<file path="src/rtl/scene_text_lexer_defines.svh">
// Assertion macros shared by the scene text lexer modules.
`ifndef SCENE_TEXT_LEXER_DEFINES_SVH
`define SCENE_TEXT_LEXER_DEFINES_SVH
`ifndef SYNTH
// Checks that an expression holds at every clock edge out of reset.
`define SCL_ASSERT_ALWAYS(label, clk, rst_n, expr, msg) \
    label: assert property (@(posedge clk) disable iff (!rst_n) (expr)) \
        else $error(msg);
// Checks that a condition implies a consequence in the same cycle.
`define SCL_ASSERT_IMPL(label, clk, rst_n, ante, cons, msg) \
    label: assert property (@(posedge clk) disable iff (!rst_n) (ante) |-> (cons)) \
        else $error(msg);
// Checks that a condition implies a consequence in the next cycle.
`define SCL_ASSERT_NEXT(label, clk, rst_n, ante, cons, msg) \
    label: assert property (@(posedge clk) disable iff (!rst_n) (ante) |=> (cons)) \
        else $error(msg);
`else
`define SCL_ASSERT_ALWAYS(label, clk, rst_n, expr, msg)
`define SCL_ASSERT_IMPL(label, clk, rst_n, ante, cons, msg)
`define SCL_ASSERT_NEXT(label, clk, rst_n, ante, cons, msg)
`endif
`endif

</file>
<file path="src/rtl/scl_pkg.sv">
// Types, codes and character constants shared by the scene text lexer.
package scl_pkg;

    // Token kinds on the result channel.
    localparam logic [3:0] KIND_STRING    = 4'd0;
    localparam logic [3:0] KIND_COMPONENT = 4'd1;
    localparam logic [3:0] KIND_IDENT     = 4'd2;
    localparam logic [3:0] KIND_PARAM     = 4'd3;
    localparam logic [3:0] KIND_COLON     = 4'd4;
    localparam logic [3:0] KIND_NUMBER    = 4'd5;
    localparam logic [3:0] KIND_LBRACE    = 4'd6;
    localparam logic [3:0] KIND_RBRACE    = 4'd7;
    localparam logic [3:0] KIND_LSQUARE   = 4'd8;
    localparam logic [3:0] KIND_RSQUARE   = 4'd9;
    localparam logic [3:0] KIND_ERROR     = 4'd10;
    localparam logic [3:0] KIND_DONE      = 4'd11;

    // Error codes.
    localparam logic [2:0] ERR_NONE          = 3'd0;
    localparam logic [2:0] ERR_UNTERMINATED  = 3'd1;
    localparam logic [2:0] ERR_NO_COMP_NAME  = 3'd2;
    localparam logic [2:0] ERR_NO_DIGITS     = 3'd3;
    localparam logic [2:0] ERR_BAD_NUM_END   = 3'd4;
    localparam logic [2:0] ERR_UNKNOWN_CHAR  = 3'd5;

    // Characters with a meaning of their own.
    localparam logic [7:0] CH_AT      = 8'h40;
    localparam logic [7:0] CH_MINUS   = 8'h2D;
    localparam logic [7:0] CH_POINT   = 8'h2E;
    localparam logic [7:0] CH_COLON   = 8'h3A;
    localparam logic [7:0] CH_SLASH   = 8'h2F;
    localparam logic [7:0] CH_QUOTE   = 8'h22;
    localparam logic [7:0] CH_COMMA   = 8'h2C;
    localparam logic [7:0] CH_LBRACE  = 8'h7B;
    localparam logic [7:0] CH_RBRACE  = 8'h7D;
    localparam logic [7:0] CH_LSQUARE = 8'h5B;
    localparam logic [7:0] CH_RSQUARE = 8'h5D;
    localparam logic [7:0] CH_NEWLINE = 8'h0A;
    localparam logic [7:0] CH_UNDER   = 8'h5F;

    // Bundles held between front and back.
    localparam int QDEPTH = 4;
    localparam int MAX_RESULTS = 3;

    typedef enum logic [2:0] {
        MODE_IDLE,
        MODE_SLASH,
        MODE_COMMENT,
        MODE_STRING,
        MODE_COMPONENT,
        MODE_IDENT,
        MODE_NUMBER
    } mode_t;

    typedef struct packed {
        logic [3:0]  kind;
        logic [2:0]  code;
        logic [31:0] line;
        logic [31:0] offset;
        logic [15:0] length;
    } result_t;

    // All results caused by one input byte, in order; count is at least 1 when queued.
    typedef struct packed {
        logic [1:0]                  count;
        result_t [MAX_RESULTS-1:0]   res;
    } bundle_t;

    typedef struct packed {
        logic full;
        logic empty;
    } queue_status_t;

    // Appends one result to a bundle.
    function automatic bundle_t bundle_append(bundle_t b, result_t r);
        bundle_t o;
        o = b;
        if (b.count != 2'(MAX_RESULTS))
        begin
            o.res[b.count] = r;
            o.count = b.count + 2'd1;
        end
        return o;
    endfunction

endpackage

</file>
<file path="src/rtl/scl_front.sv">
// Front part of the lexer: takes one byte a beat, tracks state and builds the result bundle.
module scl_front #(
    parameter int OFFSET_BITS = 32,
    parameter int LENGTH_BITS = 16
) (
    input  logic             clk,
    input  logic             rst_n,
    input  logic [7:0]       text_byte,
    input  logic             end_of_document,
    input  logic             text_valid,
    output logic             text_ready,
    output logic             push_valid,
    output scl_pkg::bundle_t push_bundle,
    input  scl_pkg::queue_status_t q_status
);
    import scl_pkg::*;

    localparam int OXW = (OFFSET_BITS > 32) ? OFFSET_BITS : 32;
    localparam int LXW = (LENGTH_BITS > 16) ? LENGTH_BITS : 16;

    mode_t                  mode_reg, mode_next;
    logic [31:0]            line_reg, line_next;
    logic [OFFSET_BITS-1:0] offset_reg, offset_next;
    logic [OFFSET_BITS-1:0] start_reg, start_next;
    logic [LENGTH_BITS-1:0] len_reg, len_next;
    logic                   digit_reg, digit_next;
    logic                   point_reg, point_next;
    logic                   halted_reg, halted_next;
    bundle_t                bundle_next;

    logic                   accept;
    logic [OFFSET_BITS-1:0] pos_after;
    logic [LENGTH_BITS-1:0] len_grown;
    logic                   do_idle;
    logic                   fail_hit;
    logic [2:0]             fail_code;
    logic                   is_alpha, is_digit, is_space, is_name;

    // Builds one result, saturating offset and length to the port widths.
    function automatic result_t make_result(logic [3:0] kind, logic [2:0] code,
                                            logic [31:0] line,
                                            logic [OFFSET_BITS-1:0] offs,
                                            logic [LENGTH_BITS-1:0] len);
        result_t          r;
        logic [OXW-1:0]   oext;
        logic [LXW-1:0]   lext;
        oext = OXW'(offs);
        lext = LXW'(len);
        r.kind = kind;
        r.code = code;
        r.line = line;
        r.offset = (oext > OXW'(64'hFFFF_FFFF)) ? 32'hFFFF_FFFF : oext[31:0];
        r.length = (lext > LXW'(32'hFFFF)) ? 16'hFFFF : lext[15:0];
        return r;
    endfunction

    // Character classes of the incoming byte.
    assign is_alpha = ((text_byte >= 8'h41) && (text_byte <= 8'h5A)) ||
                      ((text_byte >= 8'h61) && (text_byte <= 8'h7A));
    assign is_digit = (text_byte >= 8'h30) && (text_byte <= 8'h39);
    assign is_space = (text_byte == 8'h20) || (text_byte == 8'h09) || (text_byte == 8'h0B) ||
                      (text_byte == 8'h0C) || (text_byte == 8'h0D);
    assign is_name  = is_alpha || (text_byte == CH_UNDER);

    assign pos_after = (offset_reg != '1) ? offset_reg + 1'b1 : offset_reg;
    assign len_grown = (len_reg != '1) ? len_reg + 1'b1 : len_reg;

    // Handshake and queue push.
    always_comb
    begin
        text_ready  = !q_status.full;
        accept      = text_valid && text_ready;
        push_valid  = accept && (bundle_next.count != 2'd0);
        push_bundle = bundle_next;
    end

    // Lexer step for the byte on the input.
    always_comb
    begin
        mode_next   = mode_reg;
        line_next   = line_reg;
        offset_next = offset_reg;
        start_next  = start_reg;
        len_next    = len_reg;
        digit_next  = digit_reg;
        point_next  = point_reg;
        halted_next = halted_reg;
        bundle_next = '0;
        do_idle     = 1'b0;
        fail_hit    = 1'b0;
        fail_code   = ERR_NONE;

        if (!halted_reg)
        begin
            offset_next = pos_after;

            // Continue the token in progress.
            case (mode_reg)
                MODE_SLASH:
                begin
                    if (text_byte == CH_SLASH)
                    begin
                        mode_next = MODE_COMMENT;
                    end
                    else
                    begin
                        fail_hit  = 1'b1;
                        fail_code = ERR_UNKNOWN_CHAR;
                    end
                end
                MODE_COMMENT:
                begin
                    if (text_byte == CH_NEWLINE)
                    begin
                        mode_next = MODE_IDLE;
                        do_idle   = 1'b1;
                    end
                end
                MODE_STRING:
                begin
                    if (text_byte == CH_QUOTE)
                    begin
                        bundle_next = bundle_append(bundle_next,
                            make_result(KIND_STRING, ERR_NONE, line_next, start_reg, len_reg));
                        mode_next = MODE_IDLE;
                    end
                    else if (text_byte == CH_NEWLINE)
                    begin
                        fail_hit  = 1'b1;
                        fail_code = ERR_UNTERMINATED;
                    end
                    else
                    begin
                        len_next = len_grown;
                    end
                end
                MODE_COMPONENT:
                begin
                    if (is_name)
                    begin
                        len_next = len_grown;
                    end
                    else if (len_reg == '0)
                    begin
                        fail_hit  = 1'b1;
                        fail_code = ERR_NO_COMP_NAME;
                    end
                    else
                    begin
                        bundle_next = bundle_append(bundle_next,
                            make_result(KIND_COMPONENT, ERR_NONE, line_next, start_reg, len_reg));
                        mode_next = MODE_IDLE;
                        do_idle   = 1'b1;
                    end
                end
                MODE_IDENT:
                begin
                    if (is_name)
                    begin
                        len_next = len_grown;
                    end
                    else if (text_byte == CH_COLON)
                    begin
                        bundle_next = bundle_append(bundle_next,
                            make_result(KIND_PARAM, ERR_NONE, line_next, start_reg, len_reg));
                        bundle_next = bundle_append(bundle_next,
                            make_result(KIND_COLON, ERR_NONE, line_next, offset_reg,
                                        LENGTH_BITS'(1)));
                        mode_next = MODE_IDLE;
                    end
                    else
                    begin
                        bundle_next = bundle_append(bundle_next,
                            make_result(KIND_IDENT, ERR_NONE, line_next, start_reg, len_reg));
                        mode_next = MODE_IDLE;
                        do_idle   = 1'b1;
                    end
                end
                MODE_NUMBER:
                begin
                    if (is_digit)
                    begin
                        digit_next = 1'b1;
                        len_next   = len_grown;
                    end
                    else if ((text_byte == CH_POINT) && !point_reg)
                    begin
                        point_next = 1'b1;
                        len_next   = len_grown;
                    end
                    else if (!digit_reg)
                    begin
                        fail_hit  = 1'b1;
                        fail_code = ERR_NO_DIGITS;
                    end
                    else if (is_alpha || (text_byte == CH_POINT))
                    begin
                        fail_hit  = 1'b1;
                        fail_code = ERR_BAD_NUM_END;
                    end
                    else
                    begin
                        bundle_next = bundle_append(bundle_next,
                            make_result(KIND_NUMBER, ERR_NONE, line_next, start_reg, len_reg));
                        mode_next = MODE_IDLE;
                        do_idle   = 1'b1;
                    end
                end
                default:
                begin
                    mode_next = MODE_IDLE;
                    do_idle   = 1'b1;
                end
            endcase

            // Lex the byte from the idle mode.
            if (do_idle)
            begin
                if (text_byte == CH_NEWLINE)
                begin
                    if (line_reg != '1)
                    begin
                        line_next = line_reg + 32'd1;
                    end
                end
                else if (is_space || (text_byte == CH_COMMA))
                begin
                    mode_next = MODE_IDLE;
                end
                else if (text_byte == CH_SLASH)
                begin
                    mode_next = MODE_SLASH;
                end
                else if ((text_byte == CH_QUOTE) || (text_byte == CH_AT))
                begin
                    mode_next  = (text_byte == CH_QUOTE) ? MODE_STRING : MODE_COMPONENT;
                    start_next = pos_after;
                    len_next   = '0;
                end
                else if (is_alpha)
                begin
                    mode_next  = MODE_IDENT;
                    start_next = offset_reg;
                    len_next   = LENGTH_BITS'(1);
                end
                else if (is_digit || (text_byte == CH_MINUS))
                begin
                    mode_next  = MODE_NUMBER;
                    start_next = offset_reg;
                    len_next   = LENGTH_BITS'(1);
                    digit_next = is_digit;
                    point_next = 1'b0;
                end
                else if (text_byte == CH_LBRACE)
                begin
                    bundle_next = bundle_append(bundle_next,
                        make_result(KIND_LBRACE, ERR_NONE, line_next, offset_reg,
                                    LENGTH_BITS'(1)));
                end
                else if (text_byte == CH_RBRACE)
                begin
                    bundle_next = bundle_append(bundle_next,
                        make_result(KIND_RBRACE, ERR_NONE, line_next, offset_reg,
                                    LENGTH_BITS'(1)));
                end
                else if (text_byte == CH_LSQUARE)
                begin
                    bundle_next = bundle_append(bundle_next,
                        make_result(KIND_LSQUARE, ERR_NONE, line_next, offset_reg,
                                    LENGTH_BITS'(1)));
                end
                else if (text_byte == CH_RSQUARE)
                begin
                    bundle_next = bundle_append(bundle_next,
                        make_result(KIND_RSQUARE, ERR_NONE, line_next, offset_reg,
                                    LENGTH_BITS'(1)));
                end
                else if (text_byte == CH_COLON)
                begin
                    bundle_next = bundle_append(bundle_next,
                        make_result(KIND_COLON, ERR_NONE, line_next, offset_reg,
                                    LENGTH_BITS'(1)));
                end
                else
                begin
                    fail_hit  = 1'b1;
                    fail_code = ERR_UNKNOWN_CHAR;
                end
            end

            // Close whatever is pending at the end of the document.
            if (end_of_document && !fail_hit)
            begin
                case (mode_next)
                    MODE_SLASH:
                    begin
                        fail_hit  = 1'b1;
                        fail_code = ERR_UNKNOWN_CHAR;
                    end
                    MODE_STRING:
                    begin
                        fail_hit  = 1'b1;
                        fail_code = ERR_UNTERMINATED;
                    end
                    MODE_COMPONENT:
                    begin
                        if (len_next == '0)
                        begin
                            fail_hit  = 1'b1;
                            fail_code = ERR_NO_COMP_NAME;
                        end
                        else
                        begin
                            bundle_next = bundle_append(bundle_next,
                                make_result(KIND_COMPONENT, ERR_NONE, line_next, start_next,
                                            len_next));
                        end
                    end
                    MODE_IDENT:
                    begin
                        bundle_next = bundle_append(bundle_next,
                            make_result(KIND_IDENT, ERR_NONE, line_next, start_next, len_next));
                    end
                    MODE_NUMBER:
                    begin
                        if (!digit_next)
                        begin
                            fail_hit  = 1'b1;
                            fail_code = ERR_NO_DIGITS;
                        end
                        else
                        begin
                            bundle_next = bundle_append(bundle_next,
                                make_result(KIND_NUMBER, ERR_NONE, line_next, start_next,
                                            len_next));
                        end
                    end
                    default:
                    begin
                        mode_next = mode_next;
                    end
                endcase
            end

            // An error is always the last result of its byte.
            if (fail_hit)
            begin
                bundle_next = bundle_append(bundle_next,
                    make_result(KIND_ERROR, fail_code, line_next, '0, '0));
                halted_next = 1'b1;
                mode_next   = MODE_IDLE;
            end
            else if (end_of_document)
            begin
                bundle_next = bundle_append(bundle_next,
                    make_result(KIND_DONE, ERR_NONE, line_next, '0, '0));
            end
        end

        // The final byte returns every document state to its reset value.
        if (end_of_document)
        begin
            mode_next   = MODE_IDLE;
            line_next   = 32'd1;
            offset_next = '0;
            start_next  = '0;
            len_next    = '0;
            digit_next  = 1'b0;
            point_next  = 1'b0;
            halted_next = 1'b0;
        end
    end

    // Document state registers.
    always_ff @(posedge clk or negedge rst_n)
    begin
        if (!rst_n)
        begin
            mode_reg   <= MODE_IDLE;
            line_reg   <= 32'd1;
            offset_reg <= '0;
            start_reg  <= '0;
            len_reg    <= '0;
            digit_reg  <= 1'b0;
            point_reg  <= 1'b0;
            halted_reg <= 1'b0;
        end
        else if (accept)
        begin
            mode_reg   <= mode_next;
            line_reg   <= line_next;
            offset_reg <= offset_next;
            start_reg  <= start_next;
            len_reg    <= len_next;
            digit_reg  <= digit_next;
            point_reg  <= point_next;
            halted_reg <= halted_next;
        end
    end

endmodule

</file>
<file path="src/rtl/scl_queue.sv">
// Short queue of result bundles between the lexer front and the output back.
`include "scene_text_lexer_defines.svh"
module scl_queue (
    input  logic                   clk,
    input  logic                   rst_n,
    input  logic                   push_valid,
    input  scl_pkg::bundle_t       push_bundle,
    input  logic                   pop,
    output scl_pkg::bundle_t       head_bundle,
    output scl_pkg::queue_status_t q_status
);
    import scl_pkg::*;

    localparam int QAW = $clog2(QDEPTH);

    bundle_t          mem_reg [QDEPTH];
    logic [QAW-1:0]   wr_ptr_reg, rd_ptr_reg;
    logic [QAW:0]     count_reg, count_next;

    // Status and head entry.
    always_comb
    begin
        q_status.full  = (count_reg == (QAW+1)'(QDEPTH));
        q_status.empty = (count_reg == '0);
        head_bundle    = mem_reg[rd_ptr_reg];
        count_next     = count_reg + (QAW+1)'(push_valid) - (QAW+1)'(pop);
    end

    // Entry storage.
    always_ff @(posedge clk)
    begin
        if (push_valid)
        begin
            mem_reg[wr_ptr_reg] <= push_bundle;
        end
    end

    // Pointers and fill count.
    always_ff @(posedge clk or negedge rst_n)
    begin
        if (!rst_n)
        begin
            wr_ptr_reg <= '0;
            rd_ptr_reg <= '0;
            count_reg  <= '0;
        end
        else
        begin
            if (push_valid)
            begin
                wr_ptr_reg <= wr_ptr_reg + 1'b1;
            end
            if (pop)
            begin
                rd_ptr_reg <= rd_ptr_reg + 1'b1;
            end
            count_reg <= count_next;
        end
    end

    `SCL_ASSERT_ALWAYS(a_no_overflow, clk, rst_n, !(push_valid && q_status.full), "push into full queue")
    `SCL_ASSERT_ALWAYS(a_no_underflow, clk, rst_n, !(pop && q_status.empty), "pop from empty queue")
    `SCL_ASSERT_IMPL(a_push_nonempty, clk, rst_n, push_valid, push_bundle.count != 2'd0, "empty bundle pushed")
    `SCL_ASSERT_ALWAYS(a_count_bound, clk, rst_n, count_reg <= (QAW+1)'(QDEPTH), "fill count beyond depth")

endmodule

</file>
<file path="src/rtl/scl_back.sv">
// Back part of the lexer: unpacks bundles and drives the result channel one beat at a time.
`include "scene_text_lexer_defines.svh"
module scl_back (
    input  logic                   clk,
    input  logic                   rst_n,
    input  scl_pkg::bundle_t       head_bundle,
    input  scl_pkg::queue_status_t q_status,
    output logic                   pop,
    output logic                   result_valid,
    input  logic                   result_ready,
    output logic [3:0]             result_kind,
    output logic [2:0]             error_code,
    output logic [31:0]            line_number,
    output logic [31:0]            start_offset,
    output logic [15:0]            text_length,
    output logic                   last_of_run
);
    import scl_pkg::*;

    logic [1:0] idx_reg, idx_next;
    logic       valid_reg, valid_next;
    result_t    res_reg;
    logic       last_reg;
    logic       load;
    logic       idx_last;
    result_t    pick;

    // Select the next result of the head bundle.
    always_comb
    begin
        load       = !q_status.empty && (!valid_reg || result_ready);
        idx_last   = (idx_reg == (head_bundle.count - 2'd1));
        pop        = load && idx_last;
        pick       = head_bundle.res[idx_reg];
        idx_next   = load ? (idx_last ? 2'd0 : idx_reg + 2'd1) : idx_reg;
        valid_next = load || (valid_reg && !result_ready);
    end

    // Output register control.
    always_ff @(posedge clk or negedge rst_n)
    begin
        if (!rst_n)
        begin
            idx_reg   <= 2'd0;
            valid_reg <= 1'b0;
        end
        else
        begin
            idx_reg   <= idx_next;
            valid_reg <= valid_next;
        end
    end

    // Output register payload.
    always_ff @(posedge clk)
    begin
        if (load)
        begin
            res_reg  <= pick;
            last_reg <= idx_last;
        end
    end

    assign result_valid = valid_reg;
    assign result_kind  = res_reg.kind;
    assign error_code   = res_reg.code;
    assign line_number  = res_reg.line;
    assign start_offset = res_reg.offset;
    assign text_length  = res_reg.length;
    assign last_of_run  = last_reg;

    `SCL_ASSERT_IMPL(a_idx_in_bundle, clk, rst_n, !q_status.empty, idx_reg < head_bundle.count, "index past bundle")
    `SCL_ASSERT_IMPL(a_kind_range, clk, rst_n, valid_reg, res_reg.kind <= KIND_DONE, "result kind out of range")
    `SCL_ASSERT_IMPL(a_code_on_error, clk, rst_n, valid_reg, (res_reg.kind == KIND_ERROR) == (res_reg.code != ERR_NONE), "error code mismatch")
    `SCL_ASSERT_NEXT(a_pop_marks_last, clk, rst_n, pop, last_reg && valid_reg, "bundle popped before its last beat")

endmodule

</file>
<file path="src/rtl/scene_text_lexer.sv">
// Top level of the scene text lexer: front, bundle queue and output back.
//
//  Channel  | Handshake                    | Payload
//  ---------+------------------------------+---------------------------------------------
//  text     | text_valid / text_ready      | text_byte, end_of_document
//  result   | result_valid / result_ready  | result_kind, error_code, line_number,
//           |                              | start_offset, text_length, last_of_run
//
// One byte is taken every cycle while the four-entry bundle queue has room; the front lexes it
// in that same cycle. A byte's results pass through a queue entry and then the output register.
// The result channel gives one result a cycle while result_ready is high, so a byte with three
// results holds the output for all of its result beats; the queue absorbs such bursts before text_ready falls.
// Reset (rst_n, asynchronous) returns the lexer to the start of a document and empties the queue.
module scene_text_lexer #(
    parameter int OFFSET_BITS = 32,
    parameter int LENGTH_BITS = 16
) (
    input  logic        clk,
    input  logic        rst_n,
    input  logic        text_valid,
    output logic        text_ready,
    input  logic [7:0]  text_byte,
    input  logic        end_of_document,
    output logic        result_valid,
    input  logic        result_ready,
    output logic [3:0]  result_kind,
    output logic [2:0]  error_code,
    output logic [31:0] line_number,
    output logic [31:0] start_offset,
    output logic [15:0] text_length,
    output logic        last_of_run
);
    import scl_pkg::*;

    logic          push_valid;
    bundle_t       push_bundle;
    bundle_t       head_bundle;
    queue_status_t q_status;
    logic          pop;

    // Lexer front.
    scl_front #(
        .OFFSET_BITS (OFFSET_BITS),
        .LENGTH_BITS (LENGTH_BITS)
    ) u_front (
        .clk             (clk),
        .rst_n           (rst_n),
        .text_byte       (text_byte),
        .end_of_document (end_of_document),
        .text_valid      (text_valid),
        .text_ready      (text_ready),
        .push_valid      (push_valid),
        .push_bundle     (push_bundle),
        .q_status        (q_status)
    );

    // Bundle queue.
    scl_queue u_queue (
        .clk         (clk),
        .rst_n       (rst_n),
        .push_valid  (push_valid),
        .push_bundle (push_bundle),
        .pop         (pop),
        .head_bundle (head_bundle),
        .q_status    (q_status)
    );

    // Result output.
    scl_back u_back (
        .clk          (clk),
        .rst_n        (rst_n),
        .head_bundle  (head_bundle),
        .q_status     (q_status),
        .pop          (pop),
        .result_valid (result_valid),
        .result_ready (result_ready),
        .result_kind  (result_kind),
        .error_code   (error_code),
        .line_number  (line_number),
        .start_offset (start_offset),
        .text_length  (text_length),
        .last_of_run  (last_of_run)
    );

endmodule

</file>
<file path="config.mk">
export PLATFORM = sky130hd
export DESIGN_NAME = scene_text_lexer
export DESIGN_NICKNAME = d
export VERILOG_FILES = /design/src/rtl/scl_pkg.sv /design/src/rtl/scl_front.sv /design/src/rtl/scl_queue.sv /design/src/rtl/scl_back.sv /design/src/rtl/scene_text_lexer.sv
export VERILOG_INCLUDE_DIRS = /design/src /design/src/rtl
export SDC_FILE = /design/constraint.sdc
export NUM_CORES = 2
export LEC_CHECK = 0
export BUFFER_PORTS_ARGS = -buffer_cell sky130_fd_sc_hd__buf_2
export CORE_UTILIZATION = 55
export DETAILED_ROUTE_END_ITERATION = 6
export PLACE_DENSITY = 0.71
export SETUP_SLACK_MARGIN = 0.1
export SYNTH_ARGS = -nofsm -noshare
export SYNTH_HDL_FRONTEND = slang
export SYNTH_SLANG_ARGS = --single-unit
</file>
<file path="constraint.sdc">
create_clock -name clk -period 11.75 [get_ports clk]
set_clock_uncertainty 0.15 [all_clocks]
set_input_delay 2.35 -clock clk [delete_from_list [all_inputs] [get_ports clk]]
set_output_delay 2.35 -clock clk [all_outputs]
set_load 0.03 [all_outputs]
</file>
==> After elaboration in Yosys (flattened, before gate mapping) <==
Memory sizes are Yosys's and may differ from the RTL's.
Index checks and enable logic that the tools add are counted.
{ "totals": {"n_memories": 1, "register_bits": 216, "ram_bits": 1052, "inputBits": 13} }
{ "memory_table": {"columns": ["memory", "words", "width", "rd", "rd_ports_with_merged_regs", "wr", "line_no", "source"], "rows": [
  ["u_queue.mem_reg", 4, 263, 1, 0, 1, "scl_queue.sv:16", "bundle_t mem_reg [QDEPTH];"]
]} }
{ "op_classes": {"mux": 231, "add_sub_neg": 13, "n_lt_le_gt_ge": 20, "n_reduce_logical": 40, "eq_ne": 39} }
{ "op_table": {"columns": ["operator", "n"], "rows": [
  ["$mux W263", 38],
  ["$bwmux W261", 11],
  ["$pmux W263 S4", 1],
  ["$pmux W263 S3", 1],
  ["$mux W262", 3],
  ["$mux W87", 9],
  ["$mux W32", 22],
  ["$demux W87 S2", 4],
  ["$mux W16", 18],
  ["$bmux W87 S2", 1],
  ["$mux W3", 45],
  ["$gt A32 B32 Y1 const B", 3],
  ["$mux W1", 65],
  ["$add A32 B1 Y32 const B", 2],
  ["$ne A32 B32 Y1 const B", 2],
  ["$eq A8 B6 Y1 const B", 7],
  ["$eq A8 B7 Y1 const B", 6],
  ["$pmux W16 S3", 1],
  ["$eq A8 B4 Y1 const B", 5],
  ["$gt A16 B16 Y1 const B", 2],
  ["$logic_not A16 Y1", 2],
  ["$pmux W3 S4", 2],
  ["$eq A3 B3 Y1 const B", 7],
  ["$pmux W3 S6", 1],
  ["other kinds (27)", 85]
]} }

==> Depth between registers and ports, before layout <==
{ "depth": {"ltp_word": 59, "ltp_mapped": 19} }

==> Cells and area by module <==
Synthesis repeated with hierarchy kept, for this count alone.
{ "unflattened": {"cells_unflattened": 3494, "area_unflattened_um2": 54941.4} }
{ "by_module_without_submodules": {"columns": ["mod", "cells_each", "instances", "area_each_um2"], "rows": [
  ["scl_queue", 1408, 1, 38567.0],
  ["scl_front", 1687, 1, 11751.3],
  ["scl_back", 399, 1, 4623.2]
]} }

==> Worst setup path before layout <==
No wires, ideal clock.
{ "synth_path": {"path_type": "input -> register", "from": "input port text_byte[6]", "to": "memory u_queue.mem_reg[2][0] (netlist name) (enable)", "required_time_ps": 10943, "setup_time_ps": 657, "path_stages": 13, "arrival_ps": 11295, "path_slack_ps": -353, "path_cell_list": "or4b_4 -> buf_6 -> or3_1 -> a22o_1 -> buf_6 -> o22ai_4 -> or3_1 -> o31ai_2 -> a2111oi_4 -> a211oi_4 -> nand2b_4 -> a311oi_4 -> and2_1"} }
{ "synth_between": {"elab_chain_cells": 40, "word_cells_on_any_way": 177} }
{ "synth_rtl": {"columns": ["item", "line_no", "source"], "rows": [
  ["start: declaration", "scene_text_lexer.sv:22", "input logic [7:0] text_byte,"],
  ["$ge A8 B7 Y1 (tied with other cells)", "scl_front.sv:58", "assign is_alpha = ((text_byte >= 8'h41) && (text_byte <= 8'h5A)) ||"],
  ["$logic_and A1 B1 Y1, on equally long branches", "scl_front.sv:58, scl_front.sv:59", null],
  ["$logic_or A1 B1 Y1", "scl_front.sv:58", null],
  ["$logic_or A1 B1 Y1", "scl_front.sv:196", "else if (is_alpha || (text_byte == CH_POINT))"],
  ["$mux W262", "scl_front.sv:196", null],
  ["$mux W263", "scl_front.sv:191", "else if (!digit_reg)"],
  ["$mux W263", "scl_front.sv:186", "else if ((text_byte == CH_POINT) && !point_reg)"],
  ["$mux W263", "scl_front.sv:181", "if (is_digit)"],
  ["[25 not listed]", null, null],
  ["$mux W263", "scl_front.sv:353", "else if (end_of_document)"],
  ["$mux W263 (*)", "scl_front.sv:346", "if (fail_hit)"],
  ["$mux W263 (*)", "scl_front.sv:93", "if (!halted_reg)"],
  ["$reduce_bool A2 Y1 (*)", "scl_front.sv:73", "push_valid = accept && (bundle_next.count != 2'd0);"],
  ["$logic_and A1 B1 Y1 (*)", "scl_front.sv:73", null],
  ["net push_valid", "scene_text_lexer.sv:35", "logic push_valid;"],
  ["$mux W1 (*)", "scl_queue.sv:32", "if (push_valid)"],
  ["$mux W1 (implied by the code) (*)", "scl_queue.sv:34", "mem_reg[wr_ptr_reg] <= push_bundle;"],
  ["end: declaration", "scl_queue.sv:16", null]
]} }
The timed path passes the listed nets; every way through them passes the cells marked *. The select of a mux whose other input is x is not followed.

==> Worst setup path after layout <==
{ "layout_path": {"from": "input port text_byte[2]", "to": "memory u_queue.mem_reg[0][233] (netlist name) (enable)"} }
The elaborated chain is that of the path after synthesis.

==> metrics.txt <==
# TYPE chip_impl_metric gauge
chip_impl_info{name="run_status",value="finished, violations left"} 1
chip_impl_info{name="violations",value="design-rule violations"} 1
chip_impl_metric{name="largest_reg_flops",unit=""} 1052
chip_impl_info{name="crit_type",value="input pin to register"} 1
chip_impl_metric{name="irDropWorstVdd",unit="V"} 0.000256
chip_impl_metric{name="drt.antenna.violating_nets",unit=""} 0
chip_impl_info{name="synth_top_flop_cell",value="edfxtp_1"} 1
chip_impl_metric{name="post_drt_via_cell_ratio",unit=""} 6.14
chip_impl_metric{name="floorplan.io_pins",unit=""} 103
chip_impl_metric{name="slew-limit-headroom",unit="%"} 19.1
chip_impl_metric{name="placement.io_buffers",unit=""} 102
chip_impl_metric{name="grt.overflow.total",unit=""} 0
chip_impl_info{name="synth_largest_area_cell",value="edfxtp_1"} 1
chip_impl_metric{name="path_clk_slew",unit="ns"} 0.06
chip_impl_info{name="endpoint_kind",value="register"} 1
chip_impl_metric{name="yosysWarningCount",unit=""} 0
chip_impl_metric{name="number_of_global_route_vias_before_repair",unit=""} 30900
chip_impl_metric{name="layout-area-overhead-vs-synth",unit="%"} 13.1
chip_impl_info{name="critPathLaunchType",value="input pin"} 1
chip_impl_metric{name="synth.distinct_cells",unit=""} 100
chip_impl_metric{name="setup_tns",unit="ns"} 0
chip_impl_metric{name="maxSlewViolCount",unit=""} 0
chip_impl_metric{name="final_layout_size_suffix_gt1_share",unit="%"} 17.8
chip_impl_metric{name="totalWireLength",unit="um"} 121000
chip_impl_metric{name="wire_per_inst",unit="um"} 24.0
chip_impl_metric{name="clock-sinks",unit=""} 1268
chip_impl_metric{name="power_density_over_the_cells",unit="nW/um^2"} 227
chip_impl_metric{name="post_cts.resized_instances",unit=""} 0
chip_impl_metric{name="post-dp-hpwl",unit="um"} 69400
chip_impl_metric{name="netlist_instances",unit=""} 3359
chip_impl_metric{name="initial_antenna_violation_count",unit=""} 7
chip_impl_info{name="ordered_list_of_cells_on_the_worst_path",value="buf_2 -> or4_4 -> o221ai_4 -> nand4_2 -> o211a_1 -> nor4_4 -> nor2_1 -> a22oi_1 -> a211oi_4 -> nand2b_4 -> a311oi_4 -> and2_4 -> buf_12"} 1
chip_impl_metric{name="gpl.final_weighted_congestion",unit=""} 0.897
chip_impl_metric{name="die_height",unit="um"} 315
chip_impl_metric{name="cts-buffers-inserted",unit=""} 131
chip_impl_metric{name="cts_setup_buffers",unit=""} 0
chip_impl_metric{name="post-route-min-period",unit="ns"} 7.89
chip_impl_metric{name="design.final.nets",unit=""} 3689
chip_impl_metric{name="maxClockFrequency",unit="MHz"} 127
chip_impl_info{name="ys_top_cells_by_area",value="edfxtp_1 64%, mux4_2 11%, dfrtp_1 5.9%"} 1
chip_impl_metric{name="hold_fix_buffers_cts",unit=""} 0
chip_impl_metric{name="via_count",unit=""} 31000
chip_impl_metric{name="synth-seq-cells",unit=""} 1268
chip_impl_metric{name="initial_utilization",unit="%"} 55.6
chip_impl_metric{name="finalCoreUtilization",unit="%"} 62.8
chip_impl_metric{name="fin_crit_sh",unit="%"} 67.1
chip_impl_metric{name="drt_pass1_iterations",unit=""} 7
chip_impl_info{name="hold_path_class",value="register to register"} 1
chip_impl_metric{name="worstPathMaxFanout",unit=""} 109
chip_impl_metric{name="timing.critical_path.buf_inv",unit=""} 2
chip_impl_metric{name="timing_worst_slew_pin_value",unit="ns"} 1.21
chip_impl_metric{name="floorplan.core_area",unit="um^2"} 96900
chip_impl_metric{name="finalSetupViolCount",unit=""} 0
chip_impl_metric{name="drcViolationCount",unit=""} 12
chip_impl_metric{name="netlist.area_leader.share",unit="%"} 63.6
chip_impl_metric{name="synth_area",unit="um^2"} 53800
chip_impl_metric{name="placedInstanceArea",unit="um^2"} 56600
chip_impl_metric{name="total_leakage_power",unit="nW"} 20.2
chip_impl_metric{name="design_power_total",unit="mW"} 13.8
chip_impl_info{name="cts_root_buf",value="clkbuf_16"} 1
chip_impl_info{name="ys_top_cells_by_count",value="1140 x edfxtp_1, 285 x nand2_1, 263 x mux4_2, 237 x nor2_1, 201 x o21ai_0"} 1
chip_impl_info{name="setup_repair_after_global_routing_missed_its_margin",value="no"} 1
chip_impl_metric{name="worst_stage_delay_on_the_critical_path",unit="ns"} 0.99
chip_impl_metric{name="ys_seq_area_share",unit="%"} 69.5
chip_impl_metric{name="die-area",unit="um^2"} 99100
chip_impl_metric{name="synth-edff-count",unit=""} 1140
chip_impl_metric{name="cts_buffer_depth",unit=""} 3
chip_impl_metric{name="async_reset_ff_share",unit="%"} 10.1
chip_impl_metric{name="cp_data_arrival_time",unit="ns"} 8.09
chip_impl_metric{name="synth_area_per_cell",unit="um^2"} 16.0
chip_impl_info{name="slowest_stage",value="nor4_4"} 1
chip_impl_metric{name="die_span_x",unit="um"} 315
chip_impl_metric{name="finish.instance_area",unit="um^2"} 60900
chip_impl_metric{name="cp.required",unit="ns"} 11.96
chip_impl_info{name="critPathTopFamily",value="simple AND/OR/NAND/NOR gates"} 1
chip_impl_info{name="synth.most_common_cell",value="edfxtp_1"} 1
chip_impl_info{name="clock_tree_from_tritoncts",value="done"} 1
chip_impl_metric{name="insertion_delay",unit="ns"} 0.75
chip_impl_metric{name="clock_tree.htree_level_count",unit=""} 4
chip_impl_metric{name="grt_start_max_net_pins",unit=""} 166
chip_impl_metric{name="cap_violations",unit=""} 0
chip_impl_metric{name="first_iter_violations",unit=""} 3433
chip_impl_metric{name="grt_first_pass_wirelength",unit="um"} 186000
chip_impl_metric{name="grt_usage",unit="%"} 24.8
chip_impl_metric{name="antenna-diode-count",unit=""} 0
chip_impl_metric{name="std_cell_rows",unit=""} 114
chip_impl_metric{name="hold_viol",unit=""} 0
[layout make-up]
cell class	count	area, um^2
Clock inverter	72	787
Tap cell	1276	1600
Multi-Input combinational cell	2080	16400
Inverter	29	109
Sequential cell	1268	37500
Timing Repair Buffer	154	1030
Clock buffer	169	3510
Fill cell	6876	36000
[power by group]
group,switching [mW],internal [mW],leakage [nW],total (mW)
Combinational,2.27,1.41,6.06,3.68
Clock,1.74,2.36,2.10,4.10
Sequential,0.323,5.74,12.0,6.06
[worst paths after layout]
kind                                           start                       to  slack, ns  cells past startpoint
worst max-delay path                    text_byte[2]  u_queue.mem_reg[0][233]       3.86                     13
worst min-delay path            u_queue.count_reg[2]     u_queue.count_reg[2]       0.36                      1
worst max register to register    u_front.len_reg[0]  u_queue.mem_reg[0][233]       5.15                     14
worst min register to register  u_queue.count_reg[2]     u_queue.count_reg[2]       0.36                      1
max in group asynchronous                      rst_n    u_front.start_reg[20]       8.61                      2
min in group asynchronous                      rst_n     u_front.line_reg[31]       1.50                      1
[per-layer routing]
| layer | global-route usage (%) | vias to the layer above | wire length, um |
|---|---|---|---|
| li1 | - | 13700 | - |
| met2 | 38.7 | 1161 | 57500 |
| met4 | 6.63 | 4 | 2280 |
| met5 | 0 | - | 27 |
| met3 | 3.94 | 181 | 8390 |
| met1 | 36.7 | 15900 | 52900 |
[cell families after synthesis]
logic type	share of synthesized area, %
flops	69.5
simple gates	6.77
compound gates	7.75
mux	12.7
buf+inv	2.08
xor+xnor	0.846
fa+ha+maj	0.293
other cells	0.00697
[cells in the final DEF, fill, tap and decap left out, types with 42 or more instances in the layout]
cell,instances
a22oi_1,45
conb_1,264
dfrtp_1,122
edfxtp_1,1140
a21oi_1,93
nor2_1,237
o21ai_0,200
o31ai_1,65
nand2_1,284
nand3_1,55
mux2i_1,91
buf_4,42
mux4_2,263
clkbuf_16,132
buf_2,101
[worst reg2reg max path, stage by stage (launching register included)]
cell and delay (ns):
dfrtp_1 0.44, inv_1 0.11, ha_1 0.18, nor4b_1 0.27
nand4_1 0.43, a2bb2oi_1 0.43, o21ai_1 0.23, nor4_4 0.99
nor2_1 0.26, a22oi_1 0.39, a211oi_4 0.09, nand2b_4 0.21
a311oi_4 0.49, and2_4 0.86, buf_12 0.64
[metrics by stage]
step / setup slack, ns / instances / hold WS (ns)
after floorplan: 2.58 / 3622 / 0.318
after global placement: 3.16 / 4807 / 0.344
after detailed placement: 3.14 / 4807 / 0.346
after CTS: 3.91 / 5048 / 0.358
after global routing: 3.61 / 5048 / 0.379
final: 3.86 / 5048 / 0.362
Power figures use the tool's default switching activity.
